**src/rtl/core/phx_pkg.sv**
```systemverilog
// Shared types, constants and helpers for the Philox4x32 counter-based generator.
// No dependencies; phx_round, phx_unif and philox_counter_rng import this package.
package phx_pkg;

    localparam int WORD_W = 32;
    localparam int KEY_W  = 64;
    localparam int UNIF_W = 54;

    typedef logic [WORD_W-1:0] t_word;
    typedef logic [KEY_W-1:0]  t_key;
    typedef logic [UNIF_W-1:0] t_unif;

    typedef struct packed {
        t_word w0;
        t_word w1;
        t_word w2;
        t_word w3;
    } t_words;

    localparam t_word MUL_A  = 32'hD251_1F53;
    localparam t_word MUL_B  = 32'hCD9E_8D57;
    localparam t_word WEYL_A = 32'h9E37_79B9;
    localparam t_word WEYL_B = 32'hBB67_AE85;

    // top 53 bits of hi:lo as value * 2^54; zero maps to the smallest code
    function automatic t_unif uniform_code(input t_word hi, input t_word lo);
        logic [UNIF_W-2:0] j;
        j = {hi, lo[WORD_W-1:11]};
        if (j == '0) begin
            return t_unif'(1);
        end
        return {j, 1'b0};
    endfunction

endpackage

```
**src/rtl/core/phx_round.sv**
```systemverilog
// One Philox round as a pipeline stage: two 32x32 products registered, mix on the way out.
// Depends on phx_pkg.
module phx_round
    import phx_pkg::*;
(
    input  logic   i_clk,
    input  logic   i_rst_n,
    input  logic   i_en,
    input  logic   i_valid,
    input  t_words i_words,
    input  t_key   i_rkey,
    output logic   o_valid,
    output t_words o_words
);

    logic                r_valid;
    logic [2*WORD_W-1:0] r_pa;
    logic [2*WORD_W-1:0] r_pb;
    t_word               r_c1;
    t_word               r_c3;

    always_ff @(posedge i_clk) begin
        if (!i_rst_n) begin
            r_valid <= 1'b0;
        end else if (i_en) begin
            r_valid <= i_valid;
        end
    end

    always_ff @(posedge i_clk) begin
        if (i_en) begin
            r_pa <= (2*WORD_W)'(MUL_A) * (2*WORD_W)'(i_words.w0);
            r_pb <= (2*WORD_W)'(MUL_B) * (2*WORD_W)'(i_words.w2);
            r_c1 <= i_words.w1;
            r_c3 <= i_words.w3;
        end
    end

    // key low word mixes into word 0, high word into word 2
    assign o_words.w0 = r_pb[2*WORD_W-1:WORD_W] ^ r_c1 ^ i_rkey[WORD_W-1:0];
    assign o_words.w1 = r_pb[WORD_W-1:0];
    assign o_words.w2 = r_pa[2*WORD_W-1:WORD_W] ^ r_c3 ^ i_rkey[KEY_W-1:WORD_W];
    assign o_words.w3 = r_pa[WORD_W-1:0];
    assign o_valid    = r_valid;

endmodule

```
**config.mk**
```make
export PLATFORM = sky130hd
export DESIGN_NAME = phx_round
export DESIGN_NICKNAME = d
export VERILOG_FILES = /design/src/rtl/core/phx_pkg.sv /design/src/rtl/core/phx_round.sv
export SDC_FILE = /design/constraint.sdc
export NUM_CORES = 2
export LEC_CHECK = 0
export BUFFER_PORTS_ARGS = -buffer_cell sky130_fd_sc_hd__buf_2
export CORE_ASPECT_RATIO = 1.2
export CORE_MARGIN = 2
export CORE_UTILIZATION = 27
export DETAILED_ROUTE_END_ITERATION = 8
export PLACE_DENSITY = 0.41
export SETUP_SLACK_MARGIN = 0.05
export SYNTH_ARGS = -nofsm -noshare
export SYNTH_HDL_FRONTEND = slang
export SYNTH_SLANG_ARGS = --single-unit
export TNS_END_PERCENT = 1
```
**constraint.sdc**
```tcl
create_clock -name i_clk -period 22.1 [get_ports i_clk]
set_input_delay 2.21 -clock i_clk [delete_from_list [all_inputs] [get_ports i_clk]]
set_output_delay 2.21 -clock i_clk [all_outputs]
set_load 0.03 [all_outputs]
```
# Word level (Yosys, flattened, before mapping)
# Index checks and enable logic that the tools add are counted.
# classes
n_bitwise	4
n_mul	2
# ops
cell	n
$mul A32 B32 Y64 const A	2
$xor A32 B32 Y32	4
# totals
inputBits	196
register_bits	193
wordCells	11
output_inout_bits	129

# Logic depth before layout (Yosys ltp)
# depth
word_depth	2
depth_mapped	28

# Worst setup path before layout
# No wires, ideal clock.
# synth_timing
path_type	input port to flip-flop
startpoint	in i_words[101] (netlist bit)
endpoint	reg r_pa[59], data pin
setup_slack_ns	13.015
setup_time_ns	0.256
stages	28
t_arrival_ns	8.829
path_cell_list	inv_1 fa_1 inv_1 fa_1 fa_1 inv_1 fa_1 inv_1 fa_1 inv_1 fa_1 inv_1 fa_1 inv_1 fa_1 inv_1 ha_1 buf_2 nand4_1 nor4_2 inv_1 o21ai_2 o21ai_2 nand3_2 a41oi_4 o31a_1 or4_1 and4_1
# synth_between
elab_chain_len	1
# synth_lines
item	line	source
start: declaration	phx_round.sv:10	input t_words i_words,
$mul A32 B32 Y64	phx_round.sv:32	r_pa <= (2*WORD_W)'(MUL_A) * (2*WORD_W)'(i_words.w0);
end signal: assignment	phx_round.sv:32	
end: declaration	phx_round.sv:17	logic [2*WORD_W-1:0] r_pa;
# No other way between the ends.
# A chain may end at the register's enable or synchronous reset.

# Worst setup path in the final report
# layout_timing
startpoint	in i_words[43] (netlist bit)
endpoint	reg r_pb[63], data pin
# layout_between
elab_chain_len	1
# layout_lines
item	line	source
$mul A32 B32 Y64	phx_round.sv:33	r_pb <= (2*WORD_W)'(MUL_B) * (2*WORD_W)'(i_words.w2);
end signal: assignment	phx_round.sv:33	
end: declaration	phx_round.sv:18	logic [2*WORD_W-1:0] r_pb;
# No other way between the ends.

==> impl_metrics.json <==
{
  "status": "complete, no violations",
  "worst_pin_slew_ns": 1.06,
  "cts_sinks": 193,
  "initial_core_util_pct": 27.2,
  "overflow": 0,
  "placement_rows": 161,
  "slew_headroom_pct": 28.7,
  "path_clk_slew_ns": 0.08,
  "drive_above_1_share_pct": 8.86,
  "utilization_pct": 29.8,
  "crit_family": "adder cells",
  "slew_violations": 0,
  "synth_simple_gate_area_share_pct": 3.28,
  "critPathMaxFanout": 7,
  "fin_crit_sh_pct": 45.8,
  "num-nets-final": 6140,
  "worst_clock_skew_ns": 0,
  "yosysWarnings": 0,
  "routed-via-count": 28000,
  "dp.cells": 6434,
  "grt_max_degree": 83,
  "antenna_found_initial": 7,
  "setup.worst_path.end_class": "flop",
  "setup_slack_ns": 11.98,
  "clockRootBuffer": "clkbuf_16",
  "cts_max_level": 4,
  "drc": 0,
  "async_flop_share_pct": 0,
  "post_cts_buffers": 0,
  "coreArea_um2": 160000,
  "drt-pass1-iter-count": 5,
  "preCtsSetupSlack_ns": 11.39,
  "synth_top_area_share_pct": 37.0,
  "setup_viol": 0,
  "dieArea_um2": 165000,
  "synth-adder-area-share_pct": 60.1,
  "numCtsBuffers": 17,
  "cts_buffer_depth": 2,
  "cp_slowest_cell": "nor4_1",
  "syn-cell-area_um2": 43600,
  "cp_slowest_stage_delay_ns": 0.67,
  "hold_class": "reg -> reg",
  "fillers": 16900,
  "wirelength_um": 139000,
  "cp.arrival_ns": 10.40,
  "place_hpwl_um": 127000,
  "cts.repair.resized": 0,
  "grt_pass1_wl_um": 205000,
  "die_y_um": 444,
  "finalSetupTns_ns": 0,
  "crit_buf_inv": 7,
  "synth_edf_count": 192,
  "synth_fp_nets": 5900,
  "grt_pass1_vias": 31200,
  "synth_cells": 4094,
  "yosysSeqAreaShare_pct": 13.3,
  "avgSynthCellArea_um2": 10.6,
  "synth_compound_area_share_pct": 6.10,
  "fp.dieW_um": 371,
  "synth_ff_type": "edfxtp_1",
  "fin_cells": 6470,
  "synth_area_leaders": "fa_1 37%, ha_1 23%, edfxtp_1 13%, inv_1 11%, xnor2_1 4.1%",
  "place_congestion": 0.914,
  "report.final.hold_viol_count": 0,
  "area_delta_synth_final_pct": 9.78,
  "post-route-min-period_ns": 10.12,
  "port_buffers": 324,
  "drt-initial-drc-count": 1270,
  "cts_tree": "done",
  "hold_buffers": 0,
  "yosysUniqueCellTypes": 75,
  "synth-seq-cells": 193,
  "post_drt_wl_per_cell_um": 21.6,
  "muxShareOfSynthArea_pct": 0.0689,
  "fmax_mhz": 98.8,
  "path_class": "in -> reg",
  "synth_top_family_by_area": "adder cells",
  "synth_xor_area_share_pct": 5.11,
  "worst_path_most_repeated_cell": "fa_1",
  "clock_latency_ns": 0.54,
  "rsz0062_at_grt": "false",
  "routed_via_density": 4.33,
  "crit_required_ns": 22.38,
  "synth_top_cell_by_area": "fa_1",
  "ant_nets": 0,
  "io_pins": 325,
  "maxCapViolations": 0,
  "grt.total_usage_pct": 17.2,
  "crit_path_start_kind": "input port"
}
==> routing by layer <==
layer	wire length [um]	vias to the layer above	track usage [%]
met1	59100	14300	21.3
met3	4150	82	1.98
met5	7	-	0
li1	-	13200	-
met2	73200	462	31.5
met4	3070	2	4.10
==> layout make-up <==
cell class | count | area (um2) | share of cell area [%]
inverters | 1226 | 4600 | 9.62
clock buffers | 17 | 425 | 0.889
well taps | 2119 | 2650 | 5.54
flip-flops and latches | 193 | 5790 | 12.1
repair buffers | 326 | 1650 | 3.44
multi-input cells | 2570 | 32500 | 68.0
clock inverters | 15 | 175 | 0.366
diodes | 4 | 10.0 | 0.0209
==> placed cells by master, fill, tap and decap left out, types with 6 or more instances in the layout <==
cell,instances
ha_1,805
and3_1,12
nor2_1,59
clkbuf_16,17
nand4_1,32
buf_2,323
a21o_1,71
fa_1,805
o21bai_1,31
xor2_1,48
inv_1,1225
o21a_1,13
o21ai_1,10
nor2b_1,10
nor3_1,9
nor4_1,6
a21oi_1,137
edfxtp_1,192
a211oi_1,11
nand2_1,98
or2_2,10
o21ai_0,68
nand3_1,22
xnor2_1,206
a31oi_1,15
nand2b_1,7
==> through the flow <==
step / hold WS (ns) / area, um2
final: 0.533 / 47800
after CTS: 0.533 / 47800
after detailed placement: 0.511 / 47200
after floorplan: 0.640 / 43600
after global placement: 0.502 / 47200
after global routing: 0.555 / 47800
==> final timing paths <==
check / slack [ns] / cells after the start / startpoint / end
worst max-delay path: 11.98 / 25 / i_words[43] / r_pb[63]
worst min-delay path: 0.53 / 2 / o_valid / o_valid
worst max register to register: 21.50 / 2 / o_valid / o_valid
worst min register to register: 0.53 / 2 / o_valid / o_valid
==> cells in the mapped netlist, types with 6 or more instances <==
cell / count
inv_1: 1225
fa_1: 805
ha_1: 805
xnor2_1: 206
edfxtp_1: 192
a21oi_1: 137
nand2_1: 98
a21o_1: 71
o21ai_0: 68
buf_4: 64
nor2_1: 59
xor2_1: 48
nand4_1: 32
o21bai_1: 31
clkbuf_1: 28
nand3_1: 22
a31oi_1: 15
o21a_1: 13
a211oi_1: 12
and3_1: 12
buf_2: 11
nor2b_1: 10
o21ai_1: 10
or2_2: 10
nor3_1: 9
nand2b_1: 7
nor4_1: 6
==> kinds of logic (layout without fill, tap and decap cells) <==
family                   count (synthesis)  in the layout
AO/OA/AOI/OAI                          414            414
XOR/XNOR                               254            254
adder cells (fa/ha/maj)               1610           1610
buffers and inverters                 1331           1584
flip-flops                             193            193
multiplexers                             3              3
other                                    0              4
AND/OR/NAND/NOR                        289            289
==> worst reg2reg max path, cell delays in order (launching register included) <==
cell and delay, ns:
dfxtp_1 0.32, mux2i_1 0.12, nor2b_1 0.06
==> registers in the layout, summed over array words and instances (netlist names) <==
name / flops
r_pa: 64
r_pb: 64
r_c1: 32
r_c3: 32
o_valid: 1
Power is not shown: default switching activity piles up to over one toggle a cycle in this logic, so the estimate is an artifact.
