**config.mk**
```make
export PLATFORM = sky130hd
export DESIGN_NAME = phx_unif
export DESIGN_NICKNAME = d
export VERILOG_FILES = /design/src/rtl/core/phx_pkg.sv /design/src/rtl/core/phx_unif.sv
export SDC_FILE = /design/constraint.sdc
export NUM_CORES = 1
export LEC_CHECK = 0
export BUFFER_PORTS_ARGS = -buffer_cell sky130_fd_sc_hd__buf_2
export CORE_ASPECT_RATIO = 0.5
export CORE_MARGIN = 5
export CORE_UTILIZATION = 40
export CTS_BUF_LIST = sky130_fd_sc_hd__clkbuf_8
export CTS_CLUSTER_DIAMETER = 200
export DETAILED_ROUTE_END_ITERATION = 12
export PLACE_DENSITY = 0.7
export SYNTH_ARGS = -nofsm -noshare
export SYNTH_HDL_FRONTEND = slang
export SYNTH_SLANG_ARGS = --single-unit
```
**constraint.sdc**
```tcl
create_clock -name i_clk -period 2.4 [get_ports i_clk]
set_clock_uncertainty 0.1 [all_clocks]
set_input_delay 0.12 -clock i_clk [delete_from_list [all_inputs] [get_ports i_clk]]
set_output_delay 0.12 -clock i_clk [all_outputs]
set_load 0.01 [all_outputs]
```
**src/rtl/core/phx_pkg.sv**
```systemverilog
// Shared types, constants and helpers for the Philox4x32 counter-based generator.
// No dependencies; phx_round, phx_unif and philox_counter_rng import this package.
package phx_pkg;

    localparam int WORD_W = 32;
    localparam int KEY_W  = 64;
    localparam int UNIF_W = 54;

    typedef logic [WORD_W-1:0] t_word;
    typedef logic [KEY_W-1:0]  t_key;
    typedef logic [UNIF_W-1:0] t_unif;

    typedef struct packed {
        t_word w0;
        t_word w1;
        t_word w2;
        t_word w3;
    } t_words;

    localparam t_word MUL_A  = 32'hD251_1F53;
    localparam t_word MUL_B  = 32'hCD9E_8D57;
    localparam t_word WEYL_A = 32'h9E37_79B9;
    localparam t_word WEYL_B = 32'hBB67_AE85;

    // top 53 bits of hi:lo as value * 2^54; zero maps to the smallest code
    function automatic t_unif uniform_code(input t_word hi, input t_word lo);
        logic [UNIF_W-2:0] j;
        j = {hi, lo[WORD_W-1:11]};
        if (j == '0) begin
            return t_unif'(1);
        end
        return {j, 1'b0};
    endfunction

endpackage

```
**src/rtl/core/phx_unif.sv**
```systemverilog
// Output register of the generator: final words plus the two open uniform codes.
// Depends on phx_pkg.
module phx_unif
    import phx_pkg::*;
(
    input  logic   i_clk,
    input  logic   i_rst_n,
    input  logic   i_en,
    input  logic   i_valid,
    input  t_words i_words,
    output logic   o_valid,
    output t_words o_words,
    output t_unif  o_unif_a,
    output t_unif  o_unif_b
);

    logic   r_valid;
    t_words r_words;
    t_unif  r_unif_a;
    t_unif  r_unif_b;

    always_ff @(posedge i_clk) begin
        if (!i_rst_n) begin
            r_valid <= 1'b0;
        end else if (i_en) begin
            r_valid <= i_valid;
        end
    end

    always_ff @(posedge i_clk) begin
        if (i_en) begin
            r_words  <= i_words;
            r_unif_a <= uniform_code(i_words.w0, i_words.w1);
            r_unif_b <= uniform_code(i_words.w2, i_words.w3);
        end
    end

    assign o_valid  = r_valid;
    assign o_words  = r_words;
    assign o_unif_a = r_unif_a;
    assign o_unif_b = r_unif_b;

endmodule

```
======== Word-level counts from Yosys, hierarchy flattened ========
Cells that the tools add are included.
W data, S select, Z words.
storage, ports and cells
  flip-flop bits (word level) ............. 237
  bits of input ports ..................... 132
  output and inout port bits .............. 237
  word-level logic and storage cells ...... 19
operators by class
  multiplexer cells ....................... 8
  reductions and logical operators ........ 2
operator list
  operator           number
  $mux W54           4
  $logic_not A53 Y1  2
  $mux W1            4

======== Logic depth before layout (Yosys ltp) ========
Gate-level depths: netlist of the first run.
  depth in word-level cells ............... 4
  depth in mapped cells ................... 3
  depth with buffers taken out ............ 3

======== Least setup slack after synthesis of the first run ========
OpenSTA, ideal clock, no wires.
  path type ............................... in2reg
  start ................................... input i_words[80] (netlist bit)
  end ..................................... register r_unif_a[0], in the netlist o_unif_a[0], data pin
  setup time .............................. 170 ps
  arrival time ............................ 743 ps
  required time ........................... 2130 ps
  setup slack ............................. 1388 ps
  stages on the path ...................... 3
  buffers on the path ..................... 0
  cell sequence ........................... nor4_1 > nand4_1 > nor4_2
between the ends
  longest elaborated chain between the ends .. 3
RTL lines
  element                 RTL line        source
  start: declaration      phx_unif.sv:10  input t_words i_words,
  $logic_not A53 Y1       phx_pkg.sv:29   if (j == '0) begin
  $mux W1                 phx_pkg.sv:29
  $mux W1                 phx_unif.sv:31  if (i_en) begin
  end signal: assignment  phx_unif.sv:33  r_unif_a <= uniform_code(i_words.w0, i_words.w1);
  end: declaration        phx_unif.sv:19  t_unif r_unif_a;
Every way passes these cells. The select of a mux whose other input is x is not followed.
A chain may end at the register's enable or synchronous reset.

======== Final worst setup path of the first run ========
  start ................................... input i_words[110] (netlist bit)
  end ..................................... register r_unif_a[0], in the netlist o_unif_a[0], data pin
The elaborated chain is that of the path after synthesis.

==> results.md, run 1 <==
- Outcome: finished, final reports clean
- Routed Antenna Nets: 0
- Timing startpoint of the critical path: i_words[110]
- TritonCTS Sinks: 237
- RePlAce Congestion: 0.872
- Total of flip-flops plus latches after synthesis: about 240
- Cell at the root of the clock tree: sky130_fd_sc_hd__clkbuf_8
- IO buf count: around 370
- Summed negative setup slack over all endpoints: 0 ns
- Initial core utilization: 40.4%
- Fraction of layout cells with a size suffix above 1: 50.0%
- DRC viols: 0
- Final critical delay including setup and external delays: 1.67 ns
- First-pass GRT wire length: 32,800 um
- Post-detail-place hpwl: 16,000 um
- Number of nets in the synthesized netlist: 515
- Horizontal extent of the die: between 200 and 250 um
- Setup Buffers After CTS: 0
- Number of filler cells placed in the layout: 1,435
- Average cell area after synthesis: 20.4 sq um
- Count of final hold-check violations: 0
- Type of the setup path with the least slack: input pin to flip-flop
- Total chip power: 8810 uW
- Core area: slightly below 0.02 sq mm
- Antenna diode count: 0
- Number of nets at the end of the flow: 950
- Startpoint type of the worst setup path: input pin
- Cell chain of the critical path: dlygate4sd3_1 > buf_2 > nor4_1 > nand4_1 > nor4_2
- Final Max Slew Viols: 0
- Headroom to the max-slew limit: 57.3%
- First-pass detailed-route iteration total: 5
- Clock transition at the registers of the reported paths: about 0.070 ns
- Number of instances in the synthesized netlist: between 300 and 400
- Die area: 0.0226 sq mm
- Total global routing overflow: 0
- Most frequent cells in the layout: 367 x sky130_fd_sc_hd__buf_2, 236 x sky130_fd_sc_hd__edfxtp_1, 130 x sky130_fd_sc_hd__dlygate4sd3_1
- Most common library cell in the layout ignoring fill and taps: sky130_fd_sc_hd__buf_2
- Number of global-route vias before repair: 5,402
- Combined global-route utilization of all metal layers: a little under a fifth
- Critical path required time: 2.62 ns
- Longest Clk Path Bufs: 3
- Share of the cycle needed by the critical path after routing: 69.7%
- Distinct cell type count of the synthesized netlist: 13
- Yosys top cell by area: sky130_fd_sc_hd__edfxtp_1
- Area of the mapped netlist: 0.00780 sq mm
- Clk_lat worst skew: 0.49 ns
- CTS tree: built
- Number of violations reported at the end of detailed-routing iteration 0: 322
- Slowest cell delay on critical path: 0.58 ns
- Number of setup violations in the final report: 0
- Biggest area contributors in the synthesized netlist: sky130_fd_sc_hd__edfxtp_1 91%, sky130_fd_sc_hd__clkbuf_1 4.8%, sky130_fd_sc_hd__nor4_1 1.8%
- Endpoint class of the critical path: flip-flop
- Max-cap violations: 0
- Type of the most critical hold path: input pin to flip-flop
- Maximum VDD drop: 514 uV
- Max FO, Critical Path: 3
- Area growth, synth to finish: 47.7%
- Critical-path cell with the highest stage delay: sky130_fd_sc_hd__nor4_1
- Routed wire per std cell: 20.6 um
- Vias after detailed routing: between 5,000 and 6,000
- Final wirelength: 22,800 um
- Antenna violations before repair: 0
- Power per standard cell area: 764 mW/mm^2
- Largest net degree at the start of global routing: 78
- Leak: 0.00472 uW
- Top-level port count: 369
- Top-area cell type share of the netlist area: about nine tenths
- Maximum achievable frequency: between 500 and 600 MHz
- Cts bufs inserted: 34
- Transition time at the pin with the least slew margin: 0.635 ns
- Cell Rows: 36
- Unrepaired setup endpoints after global routing: false
- Worst hold margin: 0.0211 ns
- Die height: 109 um
- CTS H-tree depth: 2
- Hold Path Origin: i_en
- Post-detailed-route via-to-cell ratio: 4.61
- Yosys warnings: 0
- Sequential share of the synthesized area: 91.1%
- Critical register-to-register path startpoint: o_valid$_SDFFE_PN0P_
- Worst Path Arrival: 1.89 ns
[through the flow]
stage	setup WS [ns]	util, %	cell area, sq um	instances
after global routing	0.699	59.7	11500	1106
after CTS	0.758	59.7	11500	1106
after floorplan	1.39	-	7800	383
final	0.727	59.7	11500	1106
after detailed placement	0.767	49.9	9650	918
after global placement	0.778	49.9	9650	918
[flip-flops by register name, summed over array words and instances, names as in the netlist]
name and count:
o_valid 1, o_unif_a 54, o_unif_b 54, o_words 128
[critical path: cells and delay by family]
kind                   cells  cell delay (ns)
buffers and inverters      2             0.69
AND/OR/NAND/NOR            3             1.08
[report_power, final]
part / switching (uW) / total (uW) / internal, uW
logic: 542 / 984 / 442
registers: 96.1 / 5010 / 4910
clock network: 1460 / 2820 / 1360
[Yosys cell counts]
cell type                       number
sky130_fd_sc_hd__dfxtp_1             1
sky130_fd_sc_hd__nand2_1             2
sky130_fd_sc_hd__edfxtp_1          236
sky130_fd_sc_hd__dlygate4sd1_1       4
sky130_fd_sc_hd__clkbuf_1          100
sky130_fd_sc_hd__nor3_1              2
sky130_fd_sc_hd__nand4_1             6
sky130_fd_sc_hd__nor2b_1             1
sky130_fd_sc_hd__mux2i_1             1
sky130_fd_sc_hd__nor4_1             22
sky130_fd_sc_hd__nor4_2              4
sky130_fd_sc_hd__nor2_1              2
sky130_fd_sc_hd__dlygate4sd3_1       2
[per-layer routing]
layer	global-route usage, %	up-vias	wire (um)
met1	22.6	2590	8480
met4	6.46	0	621
met3	5.43	46	1450
met5	0	-	0
met2	34.5	214	12300
li1	-	2248	-
[logic make-up after synthesis]
logic type	share of synthesized area, %
muxes	0.128
and+or+nand+nor	3.29
buffers and inverters	5.52
DFF	91.1
[area by class of cell]
type | instances | area, sq um | share of cell area, %
clock inverters | 23 | 98.8 | 0.857
flip-flops and latches | 237 | 7110 | 61.6
repair buffers | 505 | 3240 | 28.1
well taps | 266 | 333 | 2.89
multi-input cells | 40 | 267 | 2.31
clock buffers | 35 | 482 | 4.18
[final timing paths]
| check | to | slack, ns | cells after the start |
|---|---|---|---|
| setup / recovery | o_unif_a[0]$_SDFFCE_PP0P_ | 0.73 | 5 |
| hold / removal | o_unif_b[6]$_SDFFCE_PN0P_ | 0.02 | 1 |
| setup reg to reg | o_valid$_SDFFE_PN0P_ | 1.14 | 3 |
| hold reg to reg | o_valid$_SDFFE_PN0P_ | 0.97 | 3 |
[timing repair]
item	CTS	global route
endpoints found under the hold margin	237	0
hold buffers	130	0
resized for setup	0	0
(Power assumes the default switching activity.)
==> run 2, diff against run 1 <==
--- a/config.mk
+++ b/config.mk
@@ -12,7 +12,7 @@
 export CTS_BUF_LIST = sky130_fd_sc_hd__clkbuf_8
 export CTS_CLUSTER_DIAMETER = 200
 export DETAILED_ROUTE_END_ITERATION = 12
-export PLACE_DENSITY = 0.7
+export PLACE_DENSITY = 0.73
 export SYNTH_ARGS = -nofsm -noshare
 export SYNTH_HDL_FRONTEND = slang
 export SYNTH_SLANG_ARGS = --single-unit
==> constraint.sdc (replaced) <==
create_clock -name i_clk -period 1.5 [get_ports i_clk]
set_clock_uncertainty 0.1 [all_clocks]
set_input_delay 0.075 -clock i_clk [delete_from_list [all_inputs] [get_ports i_clk]]
set_output_delay 0.075 -clock i_clk [all_outputs]
set_load 0.01 [all_outputs]
==> results.md, run 2 (synthesized netlist as in run 1, its figures left out) <==
- Outcome: finished, violations left
- Violated checks: hold timing
- CTS H-tree depth: 2 (unchanged)
- Most common library cell in the layout ignoring fill and taps: sky130_fd_sc_hd__buf_2
- Total chip power: 14,200 uW (+61%)
- First-pass detailed-route iteration total: 6 (+1)
- Worst hold margin: -0.182 ns (-0.203 ns)
- Longest Clk Path Bufs: 3 (unchanged)
- Hold worst-path end: o_words[117]$_DFFE_PP_
- Vias after detailed routing: 5,069 (-0.57%)
- Post-detail-place hpwl: 14,600 um (-8.5%)
- Final instance area: 0.0117 sq mm (+1.4%)
- Cell count after placement: 922 (+0.44%)
- FF/Latch Area: 0.00711 sq mm (unchanged)
- Number of setup violations in the final report: 0 (unchanged)
- Count of final hold-check violations: 9 (+9)
- Fraction of layout cells with a size suffix above 1: 50.1% (+0.058 points)
- Transition time at the pin with the least slew margin: 0.558 ns (-0.0778 ns)
- IO buf count: 368 (unchanged)
- Number of cells in the finished layout apart from fillers: 1,122 (+1.4%)
- Leak: 0.00482 uW (+1.9%)
- Maximum VDD drop: 648 uV (+26%)
- Unrepaired setup endpoints after global routing: false
- Die area: 0.0226 sq mm (unchanged)
- Number of nets at the end of the flow: 963 (+1.4%)
- Top-level port count: 369 (unchanged)
- Cts bufs inserted: 36 (+5.9%)
- Headroom to the max-slew limit: 62.7% (+5.5 points)
- Final Max Slew Viols: 0 (unchanged)
- Endpoint class of the critical path: flip-flop
- Number of instances on the worst hold path: 1 (unchanged)
- Number of violations reported at the end of detailed-routing iteration 0: 291 (-9.6%)
- Area growth, synth to finish: 49.9%
- Most frequent cells in the layout: 367 x sky130_fd_sc_hd__buf_2, 236 x sky130_fd_sc_hd__edfxtp_1, 137 x sky130_fd_sc_hd__dlygate4sd3_1
- Post-detailed-placement cell area: 0.00969 sq mm (+0.44%)
- Combined area of the multi-input logic cells: 279 sq um (+4.7%)
- Combined global-route utilization of all metal layers: 17.9% (-1.3 points)
- Max-cap violations: 0 (unchanged)
- Share of the cycle needed by the critical path after routing: 95.0%
- Summed negative setup slack over all endpoints: 0 ns (unchanged)
- Critical register-to-register path startpoint: o_valid$_SDFFE_PN0P_
- Maximum achievable frequency: about 700 MHz
- Worst Path Arrival: 1.65 ns (-0.24 ns)
- Cell at the root of the clock tree: sky130_fd_sc_hd__clkbuf_8
- Die height: 109 um (unchanged)
- Power per standard cell area: 1220 mW/mm^2 (+59%)
- RePlAce Congestion: 0.782 (-10%)
- Number of global-route vias before repair: 5,444 (+0.78%)
- Core area: 0.0193 sq mm (unchanged)
- Type of the most critical hold path: input pin to flip-flop
- Clock transition at the registers of the reported paths: 0.07 ns (about the same)
- Cell chain of the critical path: dlygate4sd3_1 > buf_2 > nor4_1 > nand4_1 > nor4_2
- Reg2Reg Capture Point: o_valid$_SDFFE_PN0P_
- Total global routing overflow: 0 (unchanged)
- Critical path required time: 1.72 ns (-0.90 ns)
- Antenna violations before repair: 0 (unchanged)
- Initial core utilization: 40.4% (unchanged)
- Routed Antenna Nets: 0 (unchanged)
- R2r worst-path depth: 3 (unchanged)
- Final critical delay including setup and external delays: 1.43 ns
- Type of the setup path with the least slack: input pin to flip-flop
- Horizontal extent of the die: 208 um (unchanged)
- Flip-flop count of the largest register after layout: 128 (unchanged)
- Flop-to-flop setup slack: 0.19 ns (-0.95 ns)
- Largest net degree at the start of global routing: 47 (-40%)
- TritonCTS Sinks: 237 (unchanged)
- Cell Rows: 36 (unchanged)
- Clk_lat worst skew: 0.50 ns (about the same)
- DRC viols: 0 (unchanged)
- First-pass GRT wire length: 30,800 um (-6.1%)
- Number of filler cells placed in the layout: 1,440 (+0.35%)
- Final wirelength: 21,200 um (-7.1%)
- Critical-path cell with the highest stage delay: sky130_fd_sc_hd__dlygate4sd3_1
- Startpoint type of the worst setup path: input pin
- Slowest cell delay on critical path: 0.53 ns (-0.05 ns)
- Routed wire per std cell: 18.9 um (-8.5%)
- Post-detailed-route via-to-cell ratio: 4.52 (-2.0%)
- CTS tree: built
- Max FO, Critical Path: 3 (unchanged)
- Hold Path Origin: i_en
run 2: cell types whose count changed in the layout (fill, tap and decap cells not counted), sizes merged, moves of 2 or more:
cell / previous run / this run
dlygate4sd3: 130 / 137
buf: 375 / 379
clkbuf: 35 / 37
inv: 11 / 17
clkinv: 10 / 5
run 2: timing repair:
item                                    CTS  global route
hold buffers                            135             2
buffers inserted                          0             0
hold endpoints to repair                316            79
endpoints found under the setup margin    0             1
resized for setup                         0             2
run 2: layout make-up:
type,instances,area share [%]
Sequential cell,237,60.8
Clock buffer,37,4.35
Antenna cell,1,0.0214
Tap cell,266,2.85
Clock inverter,25,0.931
Multi-Input combinational cell,40,2.39
Timing Repair Buffer,516,28.7
run 2: how the worst max path moves through the flow:
| stage | endpoint | slack (ns) | cells past startpoint | from |
|---|---|---|---|---|
| 3_3_place_gp | o_unif_b[0]$_SDFFCE_PP0P_ | 0.03 | 4 | i_words[17] |
| 5_1_grt | o_unif_a[0]$_SDFFCE_PP0P_ | 0.003 | 6 | i_words[93] |
| 2_1_floorplan | o_unif_a[0]$_SDFFCE_PP0P_ | 0.53 | 3 | i_words[80] |
| 6_report | o_unif_a[0]$_SDFFCE_PP0P_ | 0.07 | 5 | i_words[80] |
| 3_5_place_dp | o_unif_b[0]$_SDFFCE_PP0P_ | 0.01 | 5 | i_words[51] |
| 4_1_cts | o_unif_b[0]$_SDFFCE_PP0P_ | 0.02 | 6 | i_words[60] |
run 2: stage by stage:
step,setup slack (ns),util (%)
after floorplan,0.533,-
after global placement,0.0315,50.1
after detailed placement,0.0111,50.1
after global routing,0.00253,60.5
final,0.0744,60.5
after CTS,0.0185,60.3
run 2: power breakdown:
group | internal (uW) | leakage [uW] | switching [uW]
Sequential | 7860 | 0.00232 | 133
Combinational | 729 | 0.00213 | 853
Clock | 2290 | 0.000372 | 2340
Total | 10900 | 0.00482 | 3330
run 2: metal layers:
metal	up-vias	routed length (um)	share of wire [%]	global-route usage, %
met5	-	0	0	0
met4	0	677	3.2	7.17
met3	57	1300	6.1	5.17
met2	199	11700	55	33.4
met1	2537	7540	36	19.6
li1	2276	-	-	-
run 2: critical path, delay by kind of cell:
| family | cells | cell delay (ns) |
|---|---|---|
| simple gates | 3 | 0.90 |
| buf+inv | 2 | 0.67 |
